### src/sv/qspn_pkg.sv
// -----------------------------------------------------------------------------
// qspn_pkg
// Shared types and constants of the quickselect partition node.
// -----------------------------------------------------------------------------
package qspn_pkg;

   localparam int VALUE_W = 32;
   localparam int DRAW_W  = 16;
   localparam int OP_W    = 3;
   localparam int KIND_W  = 2;

   typedef enum logic [OP_W-1:0] {
      OP_LOAD      = 3'd0,
      OP_REQUEST   = 3'd1,
      OP_PIVOT     = 3'd2,
      OP_KEEP_HIGH = 3'd3,
      OP_KEEP_LOW  = 3'd4,
      OP_CLEAR     = 3'd5
   } op_type;

   typedef enum logic [KIND_W-1:0] {
      KIND_SAMPLE = 2'd0,
      KIND_COUNT  = 2'd1,
      KIND_EMPTY  = 2'd2
   } kind_type;

   typedef enum logic [2:0] {
      ST_IDLE,
      ST_DIVIDE,
      ST_FETCH,
      ST_SCAN,
      ST_REPLY
   } state_type;

   // Commands from the controller to the datapath.
   typedef struct packed {
      logic accept;
      logic mod_start;
      logic fetch;
      logic scan_run;
      logic scan_commit;
      logic rsp_load;
   } ctrl_cmd_type;

   // Status from the datapath to the controller.
   typedef struct packed {
      logic count_zero;
      logic mod_done;
      logic scan_done;
      logic rsp_free;
      logic op_is_pivot;
   } ctrl_sts_type;

endpackage

### src/sv/quickselect_partition_node_unit.sv
// Load, clear and unused commands stay in idle; the next beat is taken straight after.
// Request runs the remainder unit (one draw bit per cycle), then one memory read, then
// the reply register; an empty list goes straight to the reply register.
// Pivot and keep walk the list through the single-read, single-write store; pivot then
// loads its reply.
// A finished reply waits in its own register while the next beat is accepted.
// Synchronous reset empties the list and zeroes the pivot; store contents stay undefined.
// -----------------------------------------------------------------------------
// quickselect_partition_node_unit
// One node of a distributed median search: list storage, sampling and partitioning.
// -----------------------------------------------------------------------------
module quickselect_partition_node_unit
   import qspn_pkg::*;
#(
   parameter int CAPACITY = 8
) (
   input  logic                      clock,
   input  logic                      reset,
   input  logic                      req_valid,
   output logic                      req_stall,
   input  logic [OP_W-1:0]           req_op,
   input  logic signed [VALUE_W-1:0] req_value,
   input  logic [DRAW_W-1:0]         req_random_draw,
   output logic                      rsp_valid,
   input  logic                      rsp_stall,
   output logic [KIND_W-1:0]         rsp_reply_kind,
   output logic signed [VALUE_W-1:0] rsp_reply_value
);

   ctrl_cmd_type cmd;
   ctrl_sts_type sts;

   qspn_ctrl u_ctrl (
      .clock     (clock),
      .reset     (reset),
      .req_valid (req_valid),
      .req_stall (req_stall),
      .req_op    (req_op),
      .sts       (sts),
      .cmd       (cmd)
   );

   qspn_datapath #(.CAPACITY(CAPACITY)) u_datapath (
      .clock           (clock),
      .reset           (reset),
      .cmd             (cmd),
      .sts             (sts),
      .req_op          (req_op),
      .req_value       (req_value),
      .req_random_draw (req_random_draw),
      .rsp_valid       (rsp_valid),
      .rsp_stall       (rsp_stall),
      .rsp_reply_kind  (rsp_reply_kind),
      .rsp_reply_value (rsp_reply_value)
   );

   // A command that walks the list or samples it holds off the next beat.
   a_busy_after_long_op: assert property (@(posedge clock) disable iff (reset)
      (req_valid && !req_stall && (req_op == OP_REQUEST || req_op == OP_PIVOT ||
       req_op == OP_KEEP_HIGH || req_op == OP_KEEP_LOW)) |=> req_stall)
      else $error("beat accepted while a long command was starting");

   // The reply register is only loaded when its previous reply has gone.
   a_no_overwrite: assert property (@(posedge clock) disable iff (reset)
      cmd.rsp_load |-> sts.rsp_free)
      else $error("reply register overwritten");

   // The count is committed only once the walk has drained.
   a_commit_drained: assert property (@(posedge clock) disable iff (reset)
      cmd.scan_commit |-> sts.scan_done && cmd.scan_run)
      else $error("walk committed before it finished");

endmodule

### src/sv/qspn_mod.sv
// -----------------------------------------------------------------------------
// qspn_mod
// Restoring remainder unit: draw modulo divisor, one draw bit per cycle.
// -----------------------------------------------------------------------------
module qspn_mod
   import qspn_pkg::*;
#(
   parameter int CAPACITY = 8,
   localparam int CW = $clog2(CAPACITY + 1),
   localparam int SW = $clog2(DRAW_W)
) (
   input  logic              clock,
   input  logic              reset,
   input  logic              start,
   input  logic [DRAW_W-1:0] draw,
   input  logic [CW-1:0]     divisor,
   output logic              done,
   output logic [CW-1:0]     remainder
);

   logic              busy_ff, busy_in;
   logic              done_ff, done_in;
   logic [SW-1:0]     step_ff, step_in;
   logic [DRAW_W-1:0] draw_ff, draw_in;
   logic [CW-1:0]     rem_ff, rem_in;
   logic [CW:0]       shifted;

   // The partial remainder stays below the divisor, so one subtract per bit suffices.
   always_comb begin
      shifted  = {rem_ff, draw_ff[DRAW_W-1]};
      busy_in  = busy_ff;
      done_in  = 1'b0;
      step_in  = step_ff;
      draw_in  = draw_ff;
      rem_in   = rem_ff;
      if (start) begin
         busy_in = 1'b1;
         step_in = '0;
         draw_in = draw;
         rem_in  = '0;
      end else if (busy_ff) begin
         draw_in = {draw_ff[DRAW_W-2:0], 1'b0};
         step_in = step_ff + 1'b1;
         if (shifted >= {1'b0, divisor}) begin
            rem_in = CW'(shifted - {1'b0, divisor});
         end else begin
            rem_in = shifted[CW-1:0];
         end
         if (step_ff == SW'(DRAW_W - 1)) begin
            busy_in = 1'b0;
            done_in = 1'b1;
         end
      end
   end

   always_ff @(posedge clock) begin
      if (reset) begin
         busy_ff <= 1'b0;
         done_ff <= 1'b0;
      end else begin
         busy_ff <= busy_in;
         done_ff <= done_in;
      end
      step_ff <= step_in;
      draw_ff <= draw_in;
      rem_ff  <= rem_in;
   end

   assign done      = done_ff;
   assign remainder = rem_ff;

endmodule

### src/sv/qspn_datapath.sv
// -----------------------------------------------------------------------------
// qspn_datapath
// Element store, count, pivot, list walker and result register.
// -----------------------------------------------------------------------------
module qspn_datapath
   import qspn_pkg::*;
#(
   parameter int CAPACITY = 8,
   localparam int CW = $clog2(CAPACITY + 1),
   localparam int IW = $clog2(CAPACITY)
) (
   input  logic                      clock,
   input  logic                      reset,
   input  ctrl_cmd_type              cmd,
   output ctrl_sts_type              sts,
   input  logic [OP_W-1:0]           req_op,
   input  logic signed [VALUE_W-1:0] req_value,
   input  logic [DRAW_W-1:0]         req_random_draw,
   output logic                      rsp_valid,
   input  logic                      rsp_stall,
   output logic [KIND_W-1:0]         rsp_reply_kind,
   output logic signed [VALUE_W-1:0] rsp_reply_value
);

   logic signed [VALUE_W-1:0] mem [CAPACITY];

   op_type                    op_ff, op_in;
   logic [CW-1:0]             count_ff, count_in;
   logic signed [VALUE_W-1:0] pivot_ff, pivot_in;
   logic [CW-1:0]             idx_ff, idx_in;
   logic [CW-1:0]             kept_ff, kept_in;
   logic [CW-1:0]             above_ff, above_in;
   logic                      pend_ff, pend_in;
   logic signed [VALUE_W-1:0] rd_data_ff;
   logic                      rsp_valid_ff, rsp_valid_in;
   logic [KIND_W-1:0]         kind_ff, kind_in;
   logic signed [VALUE_W-1:0] reply_ff, reply_in;

   logic                      wr_en, rd_en, issue, keep_elem;
   logic [IW-1:0]             wr_addr, rd_addr;
   logic signed [VALUE_W-1:0] wr_data;
   logic                      mod_done;
   logic [CW-1:0]             remainder;
   logic                      rsp_free;

   qspn_mod #(.CAPACITY(CAPACITY)) u_mod (
      .clock     (clock),
      .reset     (reset),
      .start     (cmd.mod_start),
      .draw      (req_random_draw),
      .divisor   (count_ff),
      .done      (mod_done),
      .remainder (remainder)
   );

   assign rsp_free = !rsp_valid_ff || !rsp_stall;
   assign issue    = cmd.scan_run && (idx_ff < count_ff);

   always_comb begin
      if (op_ff == OP_KEEP_HIGH) begin
         keep_elem = !(pivot_ff > rd_data_ff);
      end else begin
         keep_elem = !(rd_data_ff > pivot_ff);
      end
   end

   always_comb begin
      op_in    = op_ff;
      count_in = count_ff;
      pivot_in = pivot_ff;
      idx_in   = idx_ff;
      kept_in  = kept_ff;
      above_in = above_ff;
      pend_in  = 1'b0;
      wr_en    = 1'b0;
      wr_addr  = count_ff[IW-1:0];
      wr_data  = req_value;
      rd_en    = 1'b0;
      rd_addr  = idx_ff[IW-1:0];

      if (cmd.accept) begin
         op_in    = op_type'(req_op);
         idx_in   = '0;
         kept_in  = '0;
         above_in = '0;
         unique case (req_op)
            OP_LOAD: begin
               if (count_ff < CW'(CAPACITY)) begin
                  wr_en    = 1'b1;
                  count_in = count_ff + 1'b1;
               end
            end
            OP_CLEAR: begin
               count_in = '0;
            end
            OP_PIVOT: begin
               pivot_in = req_value;
            end
            default: begin
            end
         endcase
      end

      if (cmd.fetch) begin
         rd_en   = 1'b1;
         rd_addr = remainder[IW-1:0];
      end

      // Reads run one element ahead of the compare; the write slot never passes the read.
      if (issue) begin
         rd_en   = 1'b1;
         idx_in  = idx_ff + 1'b1;
         pend_in = 1'b1;
      end

      if (pend_ff) begin
         if (op_ff == OP_PIVOT) begin
            if (rd_data_ff > pivot_ff) begin
               above_in = above_ff + 1'b1;
            end
         end else if (keep_elem) begin
            wr_en   = 1'b1;
            wr_addr = kept_ff[IW-1:0];
            wr_data = rd_data_ff;
            kept_in = kept_ff + 1'b1;
         end
      end

      if (cmd.scan_commit && (op_ff == OP_KEEP_HIGH || op_ff == OP_KEEP_LOW)) begin
         count_in = kept_ff;
      end
   end

   always_comb begin
      kind_in      = kind_ff;
      reply_in     = reply_ff;
      rsp_valid_in = rsp_valid_ff;
      if (cmd.rsp_load) begin
         rsp_valid_in = 1'b1;
         priority if (op_ff == OP_PIVOT) begin
            kind_in  = KIND_COUNT;
            reply_in = {{(VALUE_W - CW){1'b0}}, above_ff};
         end else if (count_ff == '0) begin
            kind_in  = KIND_EMPTY;
            reply_in = '1;
         end else begin
            kind_in  = KIND_SAMPLE;
            reply_in = rd_data_ff;
         end
      end else if (!rsp_stall) begin
         rsp_valid_in = 1'b0;
      end
   end

   always_ff @(posedge clock) begin
      if (wr_en) begin
         mem[wr_addr] <= wr_data;
      end
      if (rd_en) begin
         rd_data_ff <= mem[rd_addr];
      end
   end

   always_ff @(posedge clock) begin
      if (reset) begin
         count_ff     <= '0;
         pivot_ff     <= '0;
         pend_ff      <= 1'b0;
         rsp_valid_ff <= 1'b0;
         op_ff        <= OP_LOAD;
      end else begin
         count_ff     <= count_in;
         pivot_ff     <= pivot_in;
         pend_ff      <= pend_in;
         rsp_valid_ff <= rsp_valid_in;
         op_ff        <= op_in;
      end
      idx_ff   <= idx_in;
      kept_ff  <= kept_in;
      above_ff <= above_in;
      kind_ff  <= kind_in;
      reply_ff <= reply_in;
   end

   assign sts.count_zero  = (count_ff == '0);
   assign sts.mod_done    = mod_done;
   assign sts.scan_done   = (idx_ff >= count_ff) && !pend_ff;
   assign sts.rsp_free    = rsp_free;
   assign sts.op_is_pivot = (op_ff == OP_PIVOT);

   assign rsp_valid       = rsp_valid_ff;
   assign rsp_reply_kind  = kind_ff;
   assign rsp_reply_value = reply_ff;

endmodule

### src/sv/qspn_ctrl.sv
// -----------------------------------------------------------------------------
// qspn_ctrl
// Command sequencer: accepts a beat, steps the datapath, issues the reply.
// -----------------------------------------------------------------------------
module qspn_ctrl
   import qspn_pkg::*;
(
   input  logic            clock,
   input  logic            reset,
   input  logic            req_valid,
   output logic            req_stall,
   input  logic [OP_W-1:0] req_op,
   input  ctrl_sts_type    sts,
   output ctrl_cmd_type    cmd
);

   state_type state_ff, state_in;

   always_ff @(posedge clock) begin
      if (reset) begin
         state_ff <= ST_IDLE;
      end else begin
         state_ff <= state_in;
      end
   end

   always_comb begin
      state_in  = state_ff;
      cmd       = '0;
      req_stall = 1'b1;
      unique case (state_ff)
         ST_IDLE: begin
            req_stall = 1'b0;
            if (req_valid) begin
               cmd.accept = 1'b1;
               unique case (req_op)
                  OP_REQUEST: begin
                     if (sts.count_zero) begin
                        state_in = ST_REPLY;
                     end else begin
                        cmd.mod_start = 1'b1;
                        state_in      = ST_DIVIDE;
                     end
                  end
                  OP_PIVOT, OP_KEEP_HIGH, OP_KEEP_LOW: begin
                     state_in = ST_SCAN;
                  end
                  default: begin
                     state_in = ST_IDLE;
                  end
               endcase
            end
         end
         ST_DIVIDE: begin
            if (sts.mod_done) begin
               state_in = ST_FETCH;
            end
         end
         ST_FETCH: begin
            cmd.fetch = 1'b1;
            state_in  = ST_REPLY;
         end
         ST_SCAN: begin
            cmd.scan_run = 1'b1;
            if (sts.scan_done) begin
               cmd.scan_commit = 1'b1;
               state_in        = sts.op_is_pivot ? ST_REPLY : ST_IDLE;
            end
         end
         ST_REPLY: begin
            if (sts.rsp_free) begin
               cmd.rsp_load = 1'b1;
               state_in     = ST_IDLE;
            end
         end
         default: begin
            state_in = ST_IDLE;
         end
      endcase
   end

endmodule
### config.mk
export PLATFORM = sky130hd
export DESIGN_NAME = quickselect_partition_node_unit
export DESIGN_NICKNAME = d
export VERILOG_FILES = /design/src/sv/qspn_pkg.sv /design/src/sv/quickselect_partition_node_unit.sv /design/src/sv/qspn_mod.sv /design/src/sv/qspn_datapath.sv /design/src/sv/qspn_ctrl.sv
export SDC_FILE = /design/constraint.sdc
export NUM_CORES = 1
export LEC_CHECK = 0
export ABC_CLOCK_PERIOD_IN_PS = 5600
export BUFFER_PORTS_ARGS = -buffer_cell sky130_fd_sc_hd__buf_2
export CAP_MARGIN = 20
export CORE_ASPECT_RATIO = 1.75
export CORE_UTILIZATION = 63
export CTS_BUF_LIST = sky130_fd_sc_hd__clkbuf_4 sky130_fd_sc_hd__clkbuf_8
export CTS_CLUSTER_SIZE = 10
export DETAILED_ROUTE_END_ITERATION = 7
export HOLD_SLACK_MARGIN = 0.08
export PLACE_DENSITY = 0.89
export SLEW_MARGIN = 20
export SYNTH_ARGS = -nofsm -noshare
export SYNTH_HDL_FRONTEND = slang
export SYNTH_SLANG_ARGS = --single-unit
### constraint.sdc
create_clock -name clock -period 5.6 [get_ports clock]
set_clock_uncertainty 0.2 [all_clocks]
set_input_delay 0.28 -clock clock [delete_from_list [all_inputs] [get_ports clock]]
set_output_delay 0.28 -clock clock [all_outputs]
set_load 0.1 [all_outputs]
==> out/qor.yml <==
status:
  status: "finished, final reports clean"
synth:
  synth_top_area_share_pct: 60.0
  synth_top_family_by_area: "multiplexers"
  yosys-top-cells-area: "edfxtp_1 60%, mux4_2 8.4%, dfxtp_1 7.2%, ha_1 3.4%, mux2_2 3.4%"
  synth-compound-area-share_pct: 4.65
  synthDistinctLibCells: 52
  yosys.area.top_type: "edfxtp_1"
  yosysSeqAreaShare_pct: 67.2
  synth_area_um2: 17100
  synth_mux_area_share_pct: 15.4
  synth-adder-area-share_pct: 3.48
  yosys-top-cells-count: "342 x edfxtp_1, 112 x nand2_1, 92 x a21oi_1"
  synth_edf_count: 342
  syn_nets: 1196
  yosys_warnings: 0
  ys_ff_latch: 404
  synth-simple-area-share_pct: 6.05
  avgSynthCellArea_um2: 15.7
  synth_cells: 1094
  yosysMostFrequentCell: "edfxtp_1"
  async_flop_share_pct: 0
  synthXorXnorAreaFrac_pct: 0.511
  ys.flop_type: "edfxtp_1"
final_layout:
  syn_to_final_growth_pct: 15.0
  antenna_cells: 0
  finish.utilization_pct: 73.8
  drive_above_1_share_pct: 27.6
  finalNetCount: 1365
  nFillCells: 1522
power_and_ir_drop:
  leakage_nw: 7.00
  totalPowerFinal_mw: 7.25
  power.density_nw_per_um2: 368
  ir_worst_vdd_v: 0.000310
place:
  dp_hpwl_um: 24900
  numPortBuffers: 90
  routabilityCongestion: 0.899
drt:
  drt-pass1-iter-count: 7
  routedWlPerCell_um: 24.6
  wl_met2_um: 20900
  num_vias: 10316
  wl_um: 40100
  top_layer: "met4"
  wirelength_met1_um: 13500
  antenna_left: 0
  via_per_inst: 6.32
  route.detailed.drc: 0
  drt_iter0_markers: 820
  wl_met3_um: 3040
cts:
  tritoncts: "built"
  cts_inserted_buffers: 54
  clock_latency_ps: 630
  cts_root_buffer: "clkbuf_8"
  clk_path_buf_depth: 3
  path_clk_slew_ps: 70
  cts_hold_buf: 52
  cts_resized: 0
  cts_sinks: 404
  post_cts_buffers: 0
  htreeDepth: 2
timing:
  hold_viol: 0
  tightestPinTransition_ps: 1180
  min_period_ps: 4390
  min_period_over_period_pct: 78.4
  max_slew_margin_pct: 21.1
  finalSetupViolations: 0
  fmax_mhz: 228
  rsz0062_at_grt: "false"
  tns_ps: 0
  slew_viol_final: 0
setup_path:
  crit_required_ps: 5630
  end_kind: "flip-flop"
  worstSetupPathType: "reg -> reg"
  crit_fanout: 32
  crit_arrival_ps: 4420
  start_kind: "flip-flop"
die:
  fp-row-count: 79
  io_pins: 91
  initial_core_util_pct: 64.2
  dieArea_um2: 27900
  die_x_um: 127
  die_h_um: 220
  core-area_um2: 26700
global_routing:
  grt_max_degree: 65
  grt.total_usage_pct: 29.8
  antenna_found_initial: 0
  grt_overflow: 0
  grt_pass1_wl_um: 60200
  grt_pass1_vias: 10919
run:
  drv_cap: 0
min_path:
  min_path_type: "in -> reg"
[metal layers]
metal | vias up | GRT usage (%)
met5 | - | 0
met4 | 0 | 20.9
met3 | 155 | 5.39
met2 | 587 | 53.1
met1 | 5066 | 32.1
li1 | 4508 | -
[sequential cells by signal (all words and copies together) (netlist names)]
signal and cells:
u_datapath.rsp_reply_value 32, u_datapath.pivot_ff 32, u_datapath.count_ff 4, u_datapath.op_ff 3
u_datapath.u_mod.done 1, u_datapath.rsp_reply_kind 2, u_datapath.above_ff 4, u_datapath.u_mod.step_ff 4
u_datapath.idx_ff 4, u_ctrl.state_ff 3, u_datapath.u_mod.busy_ff 1, u_datapath.u_mod.remainder 4
u_datapath.kept_ff 4, u_datapath.rd_data_ff 32, u_datapath.mem 256, u_datapath.rsp_valid 1
u_datapath.u_mod.draw_ff 16, u_datapath.pend_ff 1
[logic make-up after synthesis]
| group | after synthesis |
|---|---|
| flops | 404 |
| compound gates | 144 |
| xor+xnor | 10 |
| simple gates | 226 |
| buf+inv | 100 |
| mux | 163 |
| fa+ha+maj | 47 |
[cell usage in the layout, fill, tap and decap left out, types with 4 or more instances in the layout]
master	instances
a211oi_1	4
a21oi_1	90
a31oi_1	6
and3_1	4
buf_2	90
buf_4	22
clkbuf_4	15
clkbuf_8	57
clkinv_1	16
clkinv_2	5
dfxtp_1	62
dlygate4sd3_1	52
edfxtp_1	342
ha_1	46
inv_1	48
mux2_2	51
mux2_4	28
mux2i_1	9
mux2i_4	11
mux4_2	64
nand2_1	112
nand2b_1	5
nand3_1	9
nand3b_1	6
nand4_1	8
nor2_1	44
nor2b_1	8
nor3_1	8
o21ai_0	18
o22a_1	4
o22ai_1	4
or3_1	4
xnor2_1	4
xor2_1	6
[where the power goes]
part / internal [mW] / switching [mW]
registers: 3.55 / 0.127
clock network: 1.19 / 1.08
logic: 0.531 / 0.763
total: 5.28 / 1.97
[per-stage QoR]
step           setup slack, ps  area [um^2]  instances  hold WS, ps
3_5_place_dp              1300        18100       1479          253
3_3_place_gp              1470        18100       1479          245
2_1_floorplan             1050        17100       1094          216
4_1_cts                   1250        19700       1631          120
5_1_grt                   1060        19700       1631          171
6_report                  1210        19700       1631          186
[layout make-up]
cell class	count	area, um^2	area share, %
sequential	404	11500	58.5
multi-input combinational	590	5320	27.0
timing repair buffer	165	1160	5.87
clock buffer	72	897	4.56
tap	324	405	2.06
clock inverter	28	215	1.09
inverter	48	180	0.915
[worst max-delay path, stage by stage, from the launching register on]
cell      delay [ps]
edfxtp_1         390
inv_1            150
ha_1             300
a21oi_1          410
o211ai_1         240
and3_1           240
nor2_1           220
a21oi_1          100
o21bai_1         240
and2_4           650
mux2i_4          330
buf_4            490
[worst paths after layout]
check,to,from,cells after the start,slack [ps]
setup / recovery,u_datapath.mem[0][19],u_datapath.rd_data_ff[25],11,1210
hold / removal,u_datapath.op_ff[2],reset,2,190
setup reg to reg,u_datapath.mem[0][19],u_datapath.rd_data_ff[25],11,1210
hold reg to reg,u_datapath.pivot_ff[31],u_datapath.pivot_ff[31],2,260
Note: power is estimated with default switching activity, not from simulation.
